==> src/sv/dpv_pkg.sv <==
// Package for the dump payload verifier: beat types, constants and the CRC-64 byte step.
package dpv_pkg;

  localparam logic [63:0] CRC_POLY   = 64'h95ac9329ac4bc9b5;
  localparam int          WINDOW_LEN = 10;
  localparam int          FOOTER_LEN = 8;
  localparam int          COUNT_W    = $clog2(WINDOW_LEN + 1);

  localparam logic [COUNT_W-1:0] COUNT_FULL   = COUNT_W'(WINDOW_LEN);
  localparam logic [COUNT_W-1:0] COUNT_FOOTER = COUNT_W'(FOOTER_LEN);

  localparam logic [1:0] REASON_NONE    = 2'd0;
  localparam logic [1:0] REASON_SHORT   = 2'd1;
  localparam logic [1:0] REASON_VERSION = 2'd2;
  localparam logic [1:0] REASON_CRC     = 2'd3;

  typedef struct packed {
    logic [7:0] data_byte;
    logic       last_byte;
  } in_beat_t;

  typedef struct packed {
    logic        payload_ok;
    logic [1:0]  fail_reason;
    logic [63:0] computed_crc;
  } out_beat_t;

  // Reflected CRC-64 update by one byte, least significant bit first.
  function automatic logic [63:0] crc_byte(logic [63:0] crc, logic [7:0] b);
    logic [63:0] c;
    c = crc ^ {56'd0, b};
    for (int k = 0; k < 8; k++) begin
      c = c[0] ? ((c >> 1) ^ CRC_POLY) : (c >> 1);
    end
    return c;
  endfunction

endpackage

==> src/sv/dump_payload_verifier.sv <==
// Dump payload verifier top level: byte stream in, one verdict beat per payload out.
//
// The input channel (in_valid/in_ready/in_data) carries one payload byte per beat;
// last_byte marks the final byte of a payload. For every payload the output channel
// (out_valid/out_ready/out_data) carries one verdict beat: payload_ok, fail_reason
// and the CRC-64 computed over all bytes except the eight footer bytes.
// expected_version is written through cfg_we/cfg_data; the user must write it only while
// the block is idle, which the block itself does not enforce. A byte is taken into
// an input register; a non-final byte is folded into the CRC and the tail window
// in the next cycle, and a final byte loads the verdict register when it leaves
// the input register.
// Throughput is one byte per cycle unless a final byte is held, set by the single
// byte-wide CRC step between the input register and the state registers.
// While a verdict waits for out_ready, non-final bytes of the next payload keep
// flowing; a final byte waits in the input register and in_ready drops until the
// verdict register is free.
// Reset (rst, synchronous) empties both registers, clears the CRC, window and
// count, and sets expected_version to zero. State also clears after every verdict.
module dump_payload_verifier (
  input  logic               clk,
  input  logic               rst,
  input  logic               in_valid,
  output logic               in_ready,
  input  dpv_pkg::in_beat_t  in_data,
  output logic               out_valid,
  input  logic               out_ready,
  output dpv_pkg::out_beat_t out_data,
  input  logic               cfg_we,
  input  logic [15:0]        cfg_data
);

  logic [15:0]                  expected_version;
  logic                         s1_valid;
  dpv_pkg::in_beat_t            s1_beat;
  logic [63:0]                  crc_accum;
  logic [7:0]                   tail_window [dpv_pkg::WINDOW_LEN];
  logic [dpv_pkg::COUNT_W-1:0]  bytes_seen;

  logic                         s1_move;
  logic                         out_free;
  logic [63:0]                  crc_next;
  logic [7:0]                   window_next [dpv_pkg::WINDOW_LEN];
  logic [dpv_pkg::COUNT_W-1:0]  count_next;
  logic [15:0]                  version;
  logic [63:0]                  footer_crc;
  dpv_pkg::out_beat_t           verdict;

  assign out_free = !out_valid || out_ready;
  // A non-final byte never needs the verdict register.
  assign s1_move  = s1_valid && (!s1_beat.last_byte || out_free);
  assign in_ready = !s1_valid || s1_move;

  always_comb begin
    crc_next = (bytes_seen >= dpv_pkg::COUNT_FOOTER)
             ? dpv_pkg::crc_byte(crc_accum, tail_window[dpv_pkg::FOOTER_LEN-1])
             : crc_accum;
    window_next[0] = s1_beat.data_byte;
    for (int i = 1; i < dpv_pkg::WINDOW_LEN; i++) begin
      window_next[i] = tail_window[i-1];
    end
    count_next = (bytes_seen < dpv_pkg::COUNT_FULL) ? bytes_seen + 1'b1 : bytes_seen;

    // Version sits little-endian just before the footer; the footer is little-endian too.
    version = {window_next[dpv_pkg::WINDOW_LEN-2], window_next[dpv_pkg::WINDOW_LEN-1]};
    for (int i = 0; i < dpv_pkg::FOOTER_LEN; i++) begin
      footer_crc[8*i +: 8] = window_next[dpv_pkg::FOOTER_LEN-1-i];
    end

    if (count_next < dpv_pkg::COUNT_FULL) begin
      verdict.fail_reason = dpv_pkg::REASON_SHORT;
    end else if (version != expected_version) begin
      verdict.fail_reason = dpv_pkg::REASON_VERSION;
    end else if (footer_crc != crc_next) begin
      verdict.fail_reason = dpv_pkg::REASON_CRC;
    end else begin
      verdict.fail_reason = dpv_pkg::REASON_NONE;
    end
    verdict.payload_ok   = (verdict.fail_reason == dpv_pkg::REASON_NONE);
    verdict.computed_crc = crc_next;
  end

  always_ff @(posedge clk) begin
    if (rst) begin
      expected_version <= '0;
    end else if (cfg_we) begin
      expected_version <= cfg_data;
    end
  end

  always_ff @(posedge clk) begin
    if (rst) begin
      s1_valid <= 1'b0;
    end else if (in_ready) begin
      s1_valid <= in_valid;
    end
  end

  always_ff @(posedge clk) begin
    if (in_ready && in_valid) begin
      s1_beat <= in_data;
    end
  end

  always_ff @(posedge clk) begin
    if (rst) begin
      crc_accum  <= '0;
      bytes_seen <= '0;
      for (int i = 0; i < dpv_pkg::WINDOW_LEN; i++) begin
        tail_window[i] <= '0;
      end
    end else if (s1_move) begin
      if (s1_beat.last_byte) begin
        crc_accum  <= '0;
        bytes_seen <= '0;
        for (int i = 0; i < dpv_pkg::WINDOW_LEN; i++) begin
          tail_window[i] <= '0;
        end
      end else begin
        crc_accum  <= crc_next;
        bytes_seen <= count_next;
        for (int i = 0; i < dpv_pkg::WINDOW_LEN; i++) begin
          tail_window[i] <= window_next[i];
        end
      end
    end
  end

  always_ff @(posedge clk) begin
    if (rst) begin
      out_valid <= 1'b0;
    end else if (s1_move && s1_beat.last_byte) begin
      out_valid <= 1'b1;
    end else if (out_ready) begin
      out_valid <= 1'b0;
    end
  end

  always_ff @(posedge clk) begin
    if (s1_move && s1_beat.last_byte) begin
      out_data <= verdict;
    end
  end

  // The count never runs past the window length.
  a_count_bounded: assert property (@(posedge clk) disable iff (rst)
    bytes_seen <= dpv_pkg::COUNT_FULL)
    else $error("byte count exceeded the window length");

  // A final byte leaves the stream state cleared and a verdict waiting.
  a_final_clears: assert property (@(posedge clk) disable iff (rst)
    (s1_move && s1_beat.last_byte) |=> (out_valid && bytes_seen == '0 && crc_accum == '0))
    else $error("final byte did not clear state or load a verdict");

  // A final byte is never taken out of the input register over a stalled verdict.
  a_no_overwrite: assert property (@(posedge clk) disable iff (rst)
    (out_valid && !out_ready && s1_valid && s1_beat.last_byte) |-> !s1_move)
    else $error("verdict overwritten while stalled");

  // The ok flag and the reason code agree.
  a_ok_matches_reason: assert property (@(posedge clk) disable iff (rst)
    out_valid |-> (out_data.payload_ok == (out_data.fail_reason == dpv_pkg::REASON_NONE)))
    else $error("payload_ok disagrees with fail_reason");

endmodule

==> config.mk <==
export PLATFORM = sky130hd
export DESIGN_NAME = dump_payload_verifier
export DESIGN_NICKNAME = d
export VERILOG_FILES = /design/src/sv/dpv_pkg.sv /design/src/sv/dump_payload_verifier.sv
export SDC_FILE = /design/constraint.sdc
export NUM_CORES = 1
export LEC_CHECK = 0
export CAP_MARGIN = 20
export CORE_ASPECT_RATIO = 1.5
export CORE_UTILIZATION = 40
export CTS_CLUSTER_SIZE = 28
export DETAILED_ROUTE_END_ITERATION = 8
export DONT_BUFFER_PORTS = 1
export HOLD_SLACK_MARGIN = 0.08
export PLACE_DENSITY = 0.63
export SETUP_SLACK_MARGIN = 0.15
export SYNTH_ARGS = -nofsm -noshare
export SYNTH_HDL_FRONTEND = slang
export SYNTH_SLANG_ARGS = --single-unit
==> constraint.sdc <==
create_clock -name clk -period 13.3 [get_ports clk]
set_input_delay 2.66 -clock clk [delete_from_list [all_inputs] [get_ports clk]]
set_output_delay 2.66 -clock clk [all_outputs]
set_load 0.05 [all_outputs]
# Yosys cells after proc, flatten, opt, wreduce, memory -nomap -nowiden
# Memories as Yosys holds them, arrays and structs flattened.
# Index checks and enable logic that the tools add are counted.
# op_classes
addsub	1
mul	0
n_div	0
order_cmp	3
eq_ne	2
shifts	0
mux	47
n_bitwise	29
reduce_logical	11
# ops
op	n
$mux 64	10
$not 31->32	8
$mux 8	20
$ne 64x64->1	1
$xor 64x8->64	1
$or 1x1->1	20
$ne 16x16->1	1
$mux 1	12
$lt 4x4->1 const B	2
$mux 4	2
$mux 2	3
$add 4x1->4 const B	1
$ge 4x4->1 const B	1
$logic_and 1x1->1	3
$logic_not 1->1	3
$logic_or 1x1->1	3
$logic_not 2->1	1
$reduce_bool 2->1	1
# word_totals
regBits	162
latch_bits	0
mem_bits_rw	80
romBits	0
inputBits	30
output_inout_bits	69
wordCells	104
n_memories	1
# memory_table
name	depth	word_bits	read_ports	rd_clocked_by_memory_dff	write_ports	line_no	rtl
tail_window	10	8	9	0	10	dump_payload_verifier.sv:36	logic [7:0] tail_window [dpv_pkg::WINDOW_LEN];

# Longest topological paths before layout
# Gate-level depths: netlist of the first run.
# depth
ltp_word	23
ltp_mapped	12

# Worst setup path before layout of the first run
# No wires, ideal clock.
# synth_timing
path_type	input-to-reg
start	input port out_ready
end	register out_data[0] (netlist bit), enable pin
setup_ps	492
arrival_ps	5552
setup_slack_ps	7256
cell_stages	2
path_buffers	0
path_cell_list	nor2b_1 nor2_1
# synth_between
elab_chain_cells	4
# synth_lines
item	line_no	rtl
from (decl)	dump_payload_verifier.sv:26	input logic out_ready,
$logic_or 1x1->1	dump_payload_verifier.sv:48	assign out_free = !out_valid || out_ready;
$logic_or 1x1->1	dump_payload_verifier.sv:50	assign s1_move = s1_valid && (!s1_beat.last_byte || out_free);
$logic_and 1x1->1	dump_payload_verifier.sv:50	
$logic_and 1x1->1	dump_payload_verifier.sv:139	if (s1_move && s1_beat.last_byte) begin
to (signal assigned)	dump_payload_verifier.sv:140	out_data <= verdict;
to (decl)	dump_payload_verifier.sv:27	output dpv_pkg::out_beat_t out_data,
# No other way between the ends.
# A chain may end at the register's enable or synchronous reset.

# Worst setup path in the final report of the first run
# layout_timing
start	input port out_ready
end	output port in_ready
# layout_between
elab_chain_cells	4
# layout_lines
item	line_no	rtl
$logic_or 1x1->1	dump_payload_verifier.sv:48	
$logic_or 1x1->1	dump_payload_verifier.sv:50	
$logic_and 1x1->1	dump_payload_verifier.sv:50	
$logic_or 1x1->1	dump_payload_verifier.sv:51	assign in_ready = !s1_valid || s1_move;
to (decl)	dump_payload_verifier.sv:23	output logic in_ready,
# No other way between the ends.

==> impl_metrics.py, run 1 <==
metrics = {
    "finish": {
        "most-common-layout-cells": "155 x xnor2_1, 148 x edfxtp_1, 84 x dfxtp_1, 59 x and3_1, 57 x nor2_1",
        "diodes": 0,
        "drive_above_1_share": 0.105,
        "nNetsFinal": 1080,
        "area_delta_synth_final_pct": 9.47,
        "final_area_um2": 13800,
        "mostFrequentLayoutCell": "xnor2_1",
        "nFillCells": 2892,
    },
    "synth": {
        "synth_top_area_frac": 0.352,
        "synth_top_area_cell": "edfxtp_1",
        "ys_ff_latch": 234,
        "yosysUniqueCellTypes": 59,
        "seq_area_frac_synth": 0.489,
        "synth-main-ff-cell": "edfxtp_1",
        "synth_edf_count": 148,
        "yosys-top-cells-area": "edfxtp_1 35%, dfxtp_1 14%, xnor2_1 11%, xnor3_1 6.6%, mux2i_1 3.0%",
        "synth.cell_area_um2": 12600,
        "syn_inst": 1073,
        "async_flop_share": 0,
        "syn_nets": 1105,
        "yosysWarnings": 0,
        "postSynthAreaPerCell_um2": 11.8,
    },
    "global_routing": {
        "grt_max_degree": 84,
        "grt_pass1_wl_mm": 55.5,
        "antenna_found_initial": 0,
        "grt_use_total": 0.237,
        "overflow": 0,
        "grt_pass1_vias": 8319,
    },
    "pwr": {
        "sw_frac_of_total": 0.282,
        "switching_power_uw": 511,
        "p_total_mw": 1.81,
        "power_density_nw_per_um2": 131,
        "clockPowerShare": 0.375,
        "combPwrFrac": 0.166,
        "p_int_mw": 1.30,
        "seqPwrFrac": 0.458,
        "cellLeakagePower_nw": 5.43,
        "max-vdd-ir-drop_mv": 0.0611,
    },
    "drt": {
        "drc": 0,
        "avgRoutedWirePerCell_um": 26.1,
        "route.vias.total": 8449,
        "final_antenna_net_count": 0,
        "vias_per_cell": 5.75,
        "drtIter0Drc": 663,
        "firstDrtPassIters": 7,
        "finalWirelength_mm": 38.4,
    },
    "timing": {
        "skew_ns": 0.0191,
        "slew_headroom": 0.310,
        "rsz0062_at_grt": "no",
        "finalSetupViolCount": 0,
        "period_share": 0.467,
        "drv_slew": 0,
        "min_period_ns": 6.21,
        "worst_slew_pin_slew_ns": 1.02,
        "hold_viol_final": 0,
        "timing.hold.ws_ns": 0.505,
        "fin_tns_setup_ns": 0,
        "fmax_mhz": 161,
    },
    "hold_path": {
        "holdPathStages": 2,
        "hp-class": "flop to flop",
        "min_to": "crc_accum[31]$_SDFFE_PP0P_",
        "hold_start": "crc_accum[31]$_SDFFE_PP0P_",
    },
    "clock_network": {
        "cts_tree": "done",
        "cts-htree-levels": 1,
        "cts_resized": 0,
        "ctsRootBufferMaster": "clkbuf_16",
        "clock_latency_ns": 0.55,
        "cts_made_buffers": 23,
        "clkSinkCount": 234,
        "clk_path_buf_depth": 3,
        "cts_hold_buffers": 0,
        "path_clk_slew_ns": 0.06,
        "postCtsSetupRepairBufs": 0,
    },
    "setup_path": {
        "r2r_cells": 9,
        "critical-path-top-delay-family": "simple AND/OR/NAND/NOR gates",
        "crit_path_max_incr_delay_ns": 0.53,
        "end_kind": "output pin",
        "crit_path_max_fanout": 5,
        "slowest_stage": "nand3_1",
        "cp_cell_sequence": "nor2b_1 -> nand3_1",
        "worst_setup_path_start_kind": "primary input",
        "critPathKind": "primary input to output pin",
        "reg2reg_from": "tail_window[0][61]$_SDFFCE_PN0P_",
        "cp.arrival_ns": 3.55,
        "rrSetupSlack_ns": 8.55,
        "reg2reg_to": "out_data[64]$_DFFE_PP_",
        "cp.required_ns": 10.64,
        "critical_path_buf_inv_count": 0,
    },
    "die": {
        "rows": 79,
        "io_pins": 99,
        "die_w_um": 147,
        "core_area_um2": 31000,
        "die_height_um": 219,
        "start_util": 0.406,
        "dieArea_um2": 32300,
    },
    "place": {
        "dpl_cell_area_um2": 13000,
        "port_buffers": 0,
        "routabilityCongestion": 0.948,
        "hpwl_mm": 27.3,
    },
    "outcome": {
        "status": "finished, final reports clean",
    },
    "flow_run": {
        "cap_viol_max_count": 0,
    },
}
[worst max-delay path by stage]
| stage | from | endpoint | slack, ns | cells after the start |
|---|---|---|---|---|
| after floorplan | out_ready | out_data[0]$_DFFE_PP_ | 7.26 | 2 |
| after global placement | out_ready | in_ready | 7.13 | 2 |
| after detailed placement | out_ready | in_ready | 7.09 | 2 |
| after CTS | out_ready | in_ready | 7.08 | 2 |
| after global routing | out_ready | in_ready | 7.03 | 2 |
| final | out_ready | in_ready | 7.09 | 2 |
[routing by layer]
metal  global-route usage  vias up  wire length (um)
li1                     -     3797                 -
met1                0.259     4212             13900
met2                0.433      335             19700
met3               0.0302      105              2100
met4                0.151        0              2650
met5                    0        -                 0
[logic make-up after synthesis]
family | share of synthesized area
AO/OA/AOI/OAI | 0.0864
XOR/XNOR | 0.228
buffers and inverters | 0.0378
multiplexers | 0.0587
adder cells (fa/ha/maj) | 0.00198
AND/OR/NAND/NOR | 0.0984
flip-flops | 0.489
[worst min-delay path: stages, from the launching register on]
cell     delay, ns
dfxtp_1       0.33
nand2_1       0.06
o21ai_0       0.06
[power by group through the flow]
stage	logic (mW)	clock network, mW	registers [mW]
after floorplan	0.213	0	0.837
after global placement	0.294	0	0.845
after detailed placement	0.295	0	0.846
after CTS	0.297	0.689	0.830
after global routing	0.313	0.717	0.831
final	0.301	0.680	0.830
[synthesized netlist by cell type (22+ instances only)]
cell type / instances
and3_1: 59
nor2_1: 59
xor2_1: 38
mux2i_1: 38
clkbuf_1: 49
xnor2_1: 156
dfxtp_1: 86
mux2_2: 32
inv_1: 49
edfxtp_1: 148
a21oi_1: 22
nand2_1: 56
xnor3_1: 37
a22o_1: 42
o21ai_0: 32
[cell type report]
| type | count | area, um^2 | share of cell area |
|---|---|---|---|
| tap | 405 | 507 | 0.0367 |
| sequential | 234 | 6170 | 0.447 |
| multi-input combinational | 719 | 6000 | 0.434 |
| inverter | 49 | 184 | 0.0133 |
| clock buffer | 30 | 643 | 0.0466 |
| clock inverter | 12 | 125 | 0.00906 |
| timing repair buffer | 21 | 178 | 0.0129 |
[state kept, by name (all words and copies together), names as in the netlist]
name and cells:
bytes_seen 4, footer_crc 8, out_data 67, tail_window 72
s1_valid 1, s1_beat 1, crc_accum 64, expected_version 16
out_valid 1
[stage by stage]
| stage | cells | worst slack (ns) | utilization |
|---|---|---|---|
| finish | 1470 | 7.09 | 0.445 |
| global route | 1470 | 7.03 | 0.445 |
| CTS | 1469 | 7.08 | 0.444 |
| detailed placement | 1427 | 7.09 | 0.419 |
| global placement | 1427 | 7.13 | 0.419 |
| floorplan | 1073 | 7.26 | - |
No activity file was read; power rests on OpenSTA's default activity.
==> run 2, diff against run 1 <==
clock period = 6 ns   (was 13.3 ns; I/O delays follow)
==> run 2 against run 1 <==
Global-route usage increased by 2.2 points. Cell count about the same. Clock power increased by 130%. Non-clock buffer count decreased by 1. Core utilization increased by 0.15 points. Sequential power increased by 120%. Wire length increased by 8.5%. Largest cell class unchanged. Die area unchanged. Sequential share of layout area decreased by 0.15 points. Clock skew decreased by 0.0052 ns. Highest routed layer unchanged.
==> impl_metrics.py, run 2 (synthesized netlist as in run 1, its figures left out) <==
metrics = {
    "clock_network": {
        "cts-htree-levels": 1,
        "clkSinkCount": 234,
        "cts_tree": "done",
        "cts_made_buffers": 24,
        "postCtsSetupRepairBufs": 0,
        "path_clk_slew_ns": 0.07,
        "clk_path_buf_depth": 3,
        "cts_resized": 0,
        "ctsRootBufferMaster": "clkbuf_16",
        "clock_latency_ns": 0.54,
        "cts_hold_buffers": 0,
    },
    "pwr": {
        "seqPwrFrac": 0.448,
        "max-vdd-ir-drop_mv": 0.160,
        "cellLeakagePower_nw": 5.44,
        "combPwrFrac": 0.165,
        "p_int_mw": 2.98,
        "switching_power_mw": 1.13,
        "sw_frac_of_total": 0.275,
        "p_total_mw": 4.11,
        "power_density_nw_per_um2": 297,
        "clockPowerShare": 0.386,
    },
    "setup_path": {
        "worst_setup_path_start_kind": "flop",
        "critPathKind": "flop to flop",
        "slowest_stage": "xnor3_1",
        "worstSetupStartpoint": "tail_window[0][61]$_SDFFCE_PN0P_",
        "critical-path-top-delay-family": "XOR/XNOR gates",
        "cp_cell_sequence": "xor2_1 -> xnor3_1 -> xnor3_1 -> mux2i_1 -> nor2_1 -> or4_1 -> nor3_1 -> a31oi_1",
        "cp.arrival_ns": 5.17,
        "timing.critical_path.mode_cell": "xnor3_1",
        "crit_path_max_fanout": 15,
        "cp.required_ns": 6.25,
        "r2r_cells": 8,
        "rrSetupSlack_ns": 1.08,
        "reg2reg_from": "tail_window[0][61]$_SDFFCE_PN0P_",
        "crit_path_max_incr_delay_ns": 0.91,
        "critical_path_buf_inv_count": 0,
        "reg2reg_to": "out_data[65]$_DFFE_PP_",
        "end_kind": "flop",
    },
    "place": {
        "routabilityCongestion": 0.977,
        "dpl_cell_area_um2": 13000,
        "dp.cells": 1427,
        "post-place-ws_ns": 1.10,
        "port_buffers": 0,
        "hpwl_mm": 30.5,
    },
    "finish": {
        "most-common-layout-cells": "155 x xnor2_1, 148 x edfxtp_1, 84 x dfxtp_1, 59 x and3_1, 57 x nor2_1",
        "largest_reg_flops": 72,
        "area_delta_synth_final_pct": 9.83,
        "final_area_um2": 13900,
        "drive_above_1_share": 0.104,
        "utilization": 0.446,
        "mostFrequentLayoutCell": "xnor2_1",
        "largest-register": "tail_window",
        "nNetsFinal": 1080,
        "fin_cells": 1471,
        "top_regs": "tail_window: 72 flops, out_data: 67 flops, crc_accum: 64 flops",
    },
    "die": {
        "die_w_um": 147,
        "io_pins": 99,
        "rows": 79,
        "core_area_um2": 31000,
        "dieArea_um2": 32300,
        "die_height_um": 219,
        "start_util": 0.406,
    },
    "global_routing": {
        "grt_pass1_wl_mm": 59.1,
        "grt_max_degree": 113,
        "antenna_found_initial": 0,
        "overflow": 0,
        "grt_use_total": 0.259,
        "grt_pass1_vias": 8378,
    },
    "hold_path": {
        "hp-class": "flop to flop",
        "holdPathStages": 2,
        "min_to": "crc_accum[27]$_SDFFE_PP0P_",
        "hold_start": "crc_accum[27]$_SDFFE_PP0P_",
    },
    "timing": {
        "worst_slew_pin_slew_ns": 1.10,
        "rsz0062_at_grt": "no",
        "finalSetupViolCount": 0,
        "min_period_ns": 4.92,
        "setup_slack_ns": 1.08,
        "hold_viol_final": 0,
        "slew_headroom": 0.269,
        "fmax_mhz": 203,
        "period_share": 0.819,
        "timing.hold.ws_ns": 0.501,
        "fin_tns_setup_ns": 0,
        "drv_slew": 0,
        "skew_ns": 0.0139,
    },
    "drt": {
        "vias_per_cell": 5.69,
        "avgRoutedWirePerCell_um": 28.4,
        "firstDrtPassIters": 5,
        "route.vias.total": 8369,
        "finalWirelength_mm": 41.7,
        "drtIter0Drc": 611,
        "drc": 0,
        "final_antenna_net_count": 0,
    },
    "flow_run": {
        "cap_viol_max_count": 0,
    },
    "outcome": {
        "status": "finished, final reports clean",
    },
}
[run 2: worst max-delay path by stage]
stage                                   to  slack (ns)  cells past startpoint
floorplan            out_data[0]$_DFFE_PP_        1.42                      2
finish              out_data[65]$_DFFE_PP_        1.08                      8
detailed placement  out_data[65]$_DFFE_PP_        1.10                      8
CTS                 out_data[65]$_DFFE_PP_        1.09                      8
global placement    out_data[65]$_DFFE_PP_        1.16                      8
global route        out_data[64]$_DFFE_PP_        1.09                      8
[run 2: cell type report]
cell class,count,area [um^2]
Antenna cell,1,2.50
Clock buffer,32,662
Clock inverter,11,161
Fill cell,2897,17200
Inverter,49,184
Multi-Input combinational cell,719,6000
Sequential cell,234,6170
Tap cell,405,507
Timing Repair Buffer,20,163
[run 2: worst min-delay path: stages (launching register included)]
cell,delay (ns)
dfxtp_1,0.33
nand2_1,0.06
o21ai_0,0.06
[run 2: power groups by stage]
stage	sequential [mW]	combinational, mW	clock (mW)
5_1_grt	1.85	0.706	1.68
6_report	1.84	0.680	1.59
3_3_place_gp	1.88	0.678	0
2_1_floorplan	1.85	0.473	0
3_5_place_dp	1.88	0.669	0
4_1_cts	1.84	0.675	1.62
[run 2: layer usage]
layer / up-vias / routed length, um / GRT usage / share of wire
met5: - / 0 / 0 / 0
met4: 0 / 3060 / 0.178 / 0.073
met3: 98 / 2250 / 0.0319 / 0.054
met2: 341 / 21100 / 0.460 / 0.51
met1: 4136 / 15300 / 0.290 / 0.37
li1: 3794 / - / - / -
